==> src/rtl/core/btns_pkg.sv <==
// Shared types and constants of the bounded top-N selector.
package btns_pkg;

   localparam int VALUE_W = 64;
   localparam int COUNT_W = 7;

   // Command codes carried on the request tuser.
   localparam logic [1:0] CMD_ADD   = 2'd0;
   localparam logic [1:0] CMD_READ  = 2'd1;
   localparam logic [1:0] CMD_CLEAR = 2'd2;

   // Register index, taken from paddr bit 2.
   localparam logic REG_KEEP_LARGEST = 1'b0;
   localparam logic REG_KEEP_COUNT   = 1'b1;

   // Operations broadcast to every cell of the chain.
   localparam logic [2:0] OP_HOLD        = 3'd0;
   localparam logic [2:0] OP_INSERT      = 3'd1;
   localparam logic [2:0] OP_DROP_INSERT = 3'd2;
   localparam logic [2:0] OP_ROT_L       = 3'd3;
   localparam logic [2:0] OP_ROT_R       = 3'd4;

   typedef struct packed {
      logic [2:0]         op;
      logic [VALUE_W-1:0] value;
   } cell_ctl_type;

endpackage

==> src/rtl/core/btns_cell.sv <==
// One cell of the sorted chain: holds one value and trades it with its neighbors.
module btns_cell import btns_pkg::*; (
   input  logic               clock,
   input  cell_ctl_type       ctl,
   input  logic [VALUE_W-1:0] val_left,
   input  logic [VALUE_W-1:0] val_right,
   input  logic               gt_left,
   input  logic               gt_right,
   input  logic               held,
   output logic [VALUE_W-1:0] val,
   output logic               gt
);

   logic [VALUE_W-1:0] val_ff;
   logic [VALUE_W-1:0] val_in;

   // The held part of the chain is ascending, so the cells below the offered
   // value form a prefix of the chain.
   assign gt  = held && ($signed(val_ff) < $signed(ctl.value));
   assign val = val_ff;

   always_comb begin
      case (ctl.op)
         OP_INSERT: begin
            if (gt) begin
               val_in = val_ff;
            end else if (gt_left) begin
               val_in = ctl.value;
            end else begin
               val_in = val_left;
            end
         end
         OP_DROP_INSERT: begin
            // The lowest held value leaves; everything below the new value moves down.
            if (gt_right) begin
               val_in = val_right;
            end else if (gt) begin
               val_in = ctl.value;
            end else begin
               val_in = val_ff;
            end
         end
         OP_ROT_L: val_in = val_right;
         OP_ROT_R: val_in = val_left;
         default:  val_in = val_ff;
      endcase
   end

   always_ff @(posedge clock) begin
      val_ff <= val_in;
   end

endmodule

==> config.mk <==
export PLATFORM = sky130hd
export DESIGN_NAME = btns_cell
export DESIGN_NICKNAME = d
export VERILOG_FILES = /design/src/rtl/core/btns_pkg.sv /design/src/rtl/core/btns_cell.sv
export SDC_FILE = /design/constraint.sdc
export NUM_CORES = 1
export LEC_CHECK = 0
export BUFFER_PORTS_ARGS = -buffer_cell sky130_fd_sc_hd__buf_2
export CAP_MARGIN = 20
export CORE_MARGIN = 3
export CORE_UTILIZATION = 45
export DETAILED_ROUTE_END_ITERATION = 10
export PLACE_DENSITY = 0.82
export SLEW_MARGIN = 20
export SYNTH_ARGS = -nofsm -noshare
export SYNTH_HDL_FRONTEND = slang
export SYNTH_SLANG_ARGS = --single-unit
==> constraint.sdc <==
create_clock -name clock -period 5.3 [get_ports clock]
set_input_delay 1.06 -clock clock [delete_from_list [all_inputs] [get_ports clock]]
set_output_delay 1.06 -clock clock [all_outputs]
set_load 0.01 [all_outputs]
# After elaboration in Yosys (flattened, before gate mapping)
# Index checks and enable logic that the tools add are counted.
[classes] order_cmp=1 n_eq_ne=6 mux=5 reduce_logical=3
[ops] cell="64-bit two-way mux" n=4
[ops] cell="64-bit one-hot mux with 4 select lines" n=1
[ops] cell="64-bit < comparator" n=1
[ops] cell="3-bit by 2-bit equality test with 1-bit output, second input constant" n=2
[ops] cell="4-bit nonzero test" n=1
[ops] cell="3-bit by 1-bit equality test with 1-bit output, second input constant" n=1
[ops] cell="3-bit equality test, second input constant" n=1
[ops] cell="3-bit != test, second input constant" n=1
[ops] cell="3-bit AND reduction" n=1
[ops] cell="2-bit != test, second input constant" n=1
[ops] cell="1-bit logical AND" n=1
[totals] regBits=64 input_bits=199

# Longest topological paths before layout
# Gate-level depths: netlist of the first run.
[depth] ltp_word=5 ltp_mapped=10 ltp_nobuf=10

# Worst setup path after synthesis of the first run
# Ideal clock, no wire load.
[synth_timing] kind="input to register" start="input port ctl[13] (netlist name)" end="register val_ff[0], in the netlist val[0] (enable)" t_arrival_ps=3940 t_required_ps=4610 setup_slack_ps=670 cell_stages=10 n_path_buf=0 cell_sequence="inv_1 > ha_1 > a21o_1 > a21o_1 > a221o_1 > a31o_1 > and2_4 > nor4_4 > mux2i_1 > nand2_1"
[synth_between] elab_chain_cells=4
[synth_rtl] element="start, declared" line_no="btns_cell.sv:4" text="input cell_ctl_type ctl,"
[synth_rtl] element="64-bit < comparator *" line_no="btns_cell.sv:19" text="assign gt = held && ($signed(val_ff) < $signed(ctl.value));"
[synth_rtl] element="1-bit logical AND *" line_no="btns_cell.sv:19"
[synth_rtl] element="3-bit != test (no line) or 2-bit != test (tied branches)"
[synth_rtl] element="3-bit AND reduction (no line) *"
[synth_rtl] element="end signal, assigned" line_no="btns_cell.sv:50" text="val_ff <= val_in;"
[synth_rtl] element="end, declared" line_no="btns_cell.sv:14" text="logic [VALUE_W-1:0] val_ff;"
# Every way passes the cells marked *; elsewhere a longest branch is shown, timed or not.
# A chain may end at the register's enable or synchronous reset.

# Worst setup path in the final report of the first run
[layout_timing] start="input port ctl[63] (netlist name)" end="output port gt"
[layout_between] elab_chain_cells=2
[layout_rtl] element="64-bit < comparator" line_no="btns_cell.sv:19"
[layout_rtl] element="1-bit logical AND" line_no="btns_cell.sv:19"
[layout_rtl] element="end, declared" line_no="btns_cell.sv:11" text="output logic gt"
# Every way passes these cells.

==> results.cfg, run 1 <==
[yosys]
synth_area_um2 = 4606
synth_seq_cells = 64
synth_edf_count = 64
yosysUniqueCellTypes = 36
yosysSeqAreaShare_pct = 41.73
synth_nets = 717
synthFlopType = edfxtp_1
synthCells = 455
async_flop_share_pct = 0
synth_warnings = 0
syn_area_per_cell_um2 = 10.12

[route]
drc_errors = 0
drt_wl_total_um = 14190
viasPerCell = 5.576
firstDrtPassIters = 10
vias = 4734
drt_iter0_markers = 548
drt.antenna.violating_nets = 0
wl_per_cell_um = 16.71

[setup_path]
rrSetupSlack_ps = 1570
crit_path_frequent_cell = buf_2
worstPathRequired_ps = 4240
r2r_cells = 10
worstPathMaxFanout = 4
critical-path-slowest-cell = nor4_1
endpoint_kind = output port
critPathMaxStageDelay_ps = 520
startpoint_type = input port
crit_chain = buf_2 > inv_1 > ha_1 > nand4_1 > nor4_1 > nand2_1 > nor2_1 > a2111oi_4 > nor4_4 > and2_1 > buf_2
path_class = in -> out
worstPathArrival_ps = 3420

[final_layout]
num_antenna_cells = 0
seqCellArea_um2 = 1922
layout_common_cells = buf_2, inv_1, a222oi_1, edfxtp_1, ha_1
mostFrequentLayoutCell = buf_2
nets = 976
syn2layout_area_growth_pct = 35.32
multi_input_area_um2 = 2158
fillers = 802
largest_reg_flops = 64
fin_area_um2 = 6232
drive_gt1_share_pct = 39.66

[run_status]
status = finished, final reports clean

[timing]
worst_slack_ps = 822.3
whs_ps = 1011
fin_skew_ps = 11.33
final_max_slew_viol_count = 0
relSlewSlack_pct = 46.19
max_freq_ghz = 0.2233
hold_viol = 0
rsz0062_at_grt = no
fin_crit_sh_pct = 84.48
period_minus_slack_ps = 4478
setup_viol = 0
worst_pin_slew_ps = 805.2
finalSetupTns_ps = 0

[pwr]
peakVddDrop_mv = 0.1530
p_leak_nw = 3.407
power_density_nw_per_um2 = 256.4

[placement]
post-dp-hpwl_um = 11270
io_buffers = 263
pre_cts_ws_ps = 747.8
place_area_um2 = 6093
place.gp.congestion = 0.8003

[floorplanning]
die_x_um = 107.2
start_util_pct = 46.69
rows = 36
die_h_um = 107.2
die_area_um2 = 11480
boundaryPins = 264
core_area_um2 = 9864

[cts]
clkTransAtPathRegs_ps = 70
post_cts_buffers = 0
cts_buffer_depth = 2
cts_made_buffers = 9
clock_latency_ps = 330
cts_resized = 0
cts_tree = yes
ctsHtreeMaxLevel = 3
cts.sink_count = 64
cts_root_buf = clkbuf_8
ctsHoldBuffers = 0

[flow_run]
cap_violations = 0

[global_route]
grt_max_degree = 65
antenna_found_initial = 0
gr-total-overflow = 0
grt_pass1_vias = 4722
grt_pass1_wl_um = 21810
grtUsageTotal_pct = 23.72

[min_path]
holdPathStages = 3
hold_path.class = in -> reg
-- synth_stat cells, drive strengths merged (2+ instances only) --
cell type	instances	share of area, %
inv	130	11
a222oi	64	14
edfxtp	64	42
ha	63	17
a21oi	23	2.5
clkbuf	18	1.5
nand2	17	1.4
nand4	11	1.5
o21ai	10	1.1
a21o	9	1.5
nor2	9	0.73
nand2b	4	0.54
nor3	4	0.43
nor4	3	0.73
a2111oi	2	0.79
a221oi	2	0.38
and2	2	0.33
mux2i	2	0.43
nand3	2	0.22
nor2b	2	0.27
o21a	2	0.33
o311ai	2	0.38
-- critical path, delay by kind of cell --
kind                     cells  cell delay, ps
AND/OR/NAND/NOR              6            1550
adder cells (fa/ha/maj)      1             400
buffers and inverters        3             270
AO/OA/AOI/OAI                1             130
-- metal layers --
| layer | GRT usage [%] | vias to the layer above | wire length (µm) |
|---|---|---|---|
| li1 | - | 2241 | - |
| met1 | 26.32 | 2206 | 5272 |
| met2 | 45.17 | 256 | 7478 |
| met3 | 4.154 | 31 | 1141 |
| met4 | 7.945 | 0 | 297 |
| met5 | 0 | - | 0 |
-- where the power goes --
part           total (mW)  internal [mW]  switching [mW]
Clock               0.332          0.156           0.176
Sequential          0.705          0.663          0.0419
Combinational       0.561          0.248           0.313
Total                1.60           1.07           0.531
-- cells by family (layout without fill, tap and decap cells) --
kind of cell	after synthesis	count (layout)	share of synthesized area (%)
simple gates	56	56	6.493
flops	64	64	41.73
mux	2	2	0.4347
buf+inv	149	410	12.14
fa+ha+maj	63	63	17.12
compound gates	121	121	22.09
-- metrics by stage --
stage          power, mW  instances  util [%]
2_1_floorplan      1.024        455         -
3_3_place_gp       1.244        836     61.77
3_5_place_dp       1.277        836     61.77
4_1_cts            1.611        849     63.18
5_1_grt            1.697        849     63.18
6_report           1.598        849     63.18
-- cell type report --
| type | instances | area share (%) |
|---|---|---|
| inverters | 130 | 7.830 |
| multi-input cells | 242 | 34.63 |
| repair buffers | 267 | 21.80 |
| clock buffers | 9 | 1.988 |
| clock inverters | 4 | 0.2409 |
| well taps | 133 | 2.670 |
| flip-flops and latches | 64 | 30.84 |
-- final timing paths --
kind	start	endpoint
min	val_right[37]	val[37]$_DFFE_PP_
max	ctl[63]	gt
max reg2reg	val[63]$_DFFE_PP_	val[35]$_DFFE_PP_
min reg2reg	val[63]$_DFFE_PP_	val[13]$_DFFE_PP_
Power figures use the tool's default switching activity.
==> inputs of run 2 (changes only) <==
- ABC_AREA: not set -> 1
- PLACE_DENSITY: 0.82 -> 0.78
- clock period: 5.3 -> 3.59 ns (I/O delays scaled with it)
==> run 2 against run 1 <==
Compared with the run above: wire length up 48%; hold slack worse by 320 ps; register-to-register slack worse by 690 ps; die area up 39%; final area up 33%; critical path depth up 5; critical path type unchanged.
==> results.cfg, run 2 <==
[yosys]
yosysUniqueCellTypes = 27
synth_warnings = 0
synth_edf_count = 64
yosysSeqAreaShare_pct = 29.41
synthFlopType = edfxtp_1
ys_top_cells_by_count = nand2_1, inv_1, nand4_1
synth_seq_cells = 64
yosysMostFrequentCell = nand2_1
yosys-top-cells-area = edfxtp_1, nand2_1, ha_1, mux2_2, nand4_1
yosysTopAreaCellShare_pct = 29.41
synth_area_um2 = 6534
async_flop_share_pct = 0
synth_nets = 1172
syn_area_per_cell_um2 = 7.180
synth_area_leader_cell = edfxtp_1
synthCells = 910

[setup_path]
cp-startpoint = ctl[63]
worstReg2RegStart = val[63]$_DFFE_PP_
crit_cells = 16
r2r_cells = 16
rrSetupSlack_ps = 880
worstPathRequired_ps = 2870
crit_chain = buf_2 > inv_1 > ha_1 > nand2_1 > nor2_2 > nand4_1 > inv_2 > nand2_2 > nor2_4 > nand2_2 > nor2_2 > nand2_1 > nand3_1 > nand3_2 > inv_1 > buf_2
path_class = in -> out
endpoint_kind = output port
path_buf_inv = 5
critical-path-slowest-cell = ha_1
startpoint_type = input port
crit_end = gt
r2r-end = val[44]$_DFFE_PP_
cp_top_family = simple AND/OR/NAND/NOR gates
critPathMaxStageDelay_ps = 340
worstPathMaxFanout = 4
worstPathArrival_ps = 2380

[pwr]
p_leak_nw = 4.078
peakVddDrop_mv = 0.1804
p_int_mw = 1.762
p_seq_share_pct = 37.6
p_clk_share_pct = 29.7
p_comb_share_pct = 32.8
switchingPower_mw = 0.8689
power_density_nw_per_um2 = 317.9
swShare_pct = 33.02

[timing]
period_minus_slack_ps = 3101
whs_ps = 695.6
fin_crit_sh_pct = 86.37
final_max_slew_viol_count = 0
finalSetupTns_ps = 0
hold_viol = 0
max_freq_ghz = 0.3225
setup_viol = 0
rsz0062_at_grt = no
relSlewSlack_pct = 46.48
worst_pin_slew_ps = 802.8
fin_skew_ps = 8.103

[floorplanning]
die_x_um = 126.5
die_h_um = 126.5
die_area_um2 = 16000
boundaryPins = 264
rows = 43
core_area_um2 = 14040
start_util_pct = 46.53

[route]
drc_errors = 0
wl_met1_um = 8550
firstDrtPassIters = 4
wl_per_cell_um = 15.77
routed.top_layer = met5
dr_wl_met2_um = 9975
vias = 7136
drt_wl_total_um = 21010
viasPerCell = 5.357
drt_iter0_markers = 412
drt.antenna.violating_nets = 0
met3_length_um = 1979

[global_route]
grt_pass1_vias = 6855
antenna_found_initial = 2
grtUsageTotal_pct = 25.49
grt_pass1_wl_um = 33440
grt_max_degree = 65
gr-total-overflow = 0

[final_layout]
syn2layout_area_growth_pct = 26.68
drive_gt1_share_pct = 31.94
num_antenna_cells = 0
largest_reg_flops = 64
nets = 1409
layout_common_cells = nand2_1, buf_2, inv_1
fillers = 1304
mostFrequentLayoutCell = nand2_1

[placement]
place.gp.congestion = 0.8678
post-dp-hpwl_um = 15750
io_buffers = 263

[run_status]
status = finished, final reports clean

[cts]
clock_latency_ps = 330
cts_resized = 0
cts.sink_count = 64
cts_made_buffers = 9
cts_buffer_depth = 2
cts_root_buf = clkbuf_16
ctsHtreeMaxLevel = 3
clkTransAtPathRegs_ps = 60
cts_tree = yes
post_cts_buffers = 0
ctsHoldBuffers = 0

[flow_run]
cap_violations = 0

[min_path]
hold_path.class = in -> reg
holdPathStages = 3
-- run 2: power groups by stage --
stage | combinational (mW) | clock, mW | sequential [mW]
2_1_floorplan | 0.469 | 0 | 1.03
4_1_cts | 0.866 | 0.798 | 0.989
3_3_place_gp | 0.846 | 0 | 1.00
6_report | 0.862 | 0.780 | 0.989
5_1_grt | 0.978 | 0.824 | 0.997
3_5_place_dp | 0.860 | 0 | 1.00
-- run 2: how the worst min path moves through the flow --
stage                  startpoint                 to  slack, ps
floorplan            val_left[62]  val[62]$_DFFE_PP_        920
global placement     val_left[47]  val[47]$_DFFE_PP_       1030
detailed placement   val_left[51]  val[51]$_DFFE_PP_       1030
CTS                  val_left[51]  val[51]$_DFFE_PP_        680
global route        val_right[15]  val[15]$_DFFE_PP_        710
finish               val_left[51]  val[51]$_DFFE_PP_        700
-- run 2: worst register-to-register path, stage by stage, from the launching register on --
cell and delay [ps]:
edfxtp_1 420, ha_1 370, nand2_1 100, nor2_2 120, nand4_1 130, inv_2 90, nand2_2 60, nor2_4 100
nand2_2 60, nor2_2 80, nand2_1 70, nand3_1 110, nand3_2 100, nand2_2 70, nor2_2 40, nor2_4 120
buf_4 340
-- run 2: area by class of cell --
type,count,area [µm²],area share (%)
inverter,81,304.0,3.673
sequential,64,1922,23.22
multi-input combinational,717,4143,50.05
tap,180,225.2,2.721
clock inverter,5,23.77,0.2872
timing repair buffer,274,1426,17.23
clock buffer,11,232.7,2.812
-- run 2: cell families after synthesis --
kind of cell | after synthesis | synth area share, %
AOI/OAI and AO/OA | 105 | 8.158
buffers and inverters | 129 | 7.679
DFF | 64 | 29.41
muxes | 65 | 11.20
adders and majority gates | 63 | 12.06
and+or+nand+nor | 484 | 31.48
-- run 2: per-layer routing --
layer  vias to the layer above  global-route usage (%)
met1                      3212                   31.63
met5                         -                       0
met4                         4                   9.274
li1                       3549                       -
met2                       330                   43.68
met3                        41                   5.389
-- run 2: metrics by stage --
stage          utilization [%]  setup slack [ps]  cell area (µm²)  power [mW]  std cells
6_report                 58.94             489.3             8277       2.631       1332
4_1_cts                  58.94             453.6             8277       2.652       1332
3_5_place_dp             57.11             433.1             8020       1.864       1316
5_1_grt                  58.94             264.7             8277       2.799       1332
2_1_floorplan                -             210.0             6539       1.499        910
3_3_place_gp             57.11             484.3             8020       1.847       1316
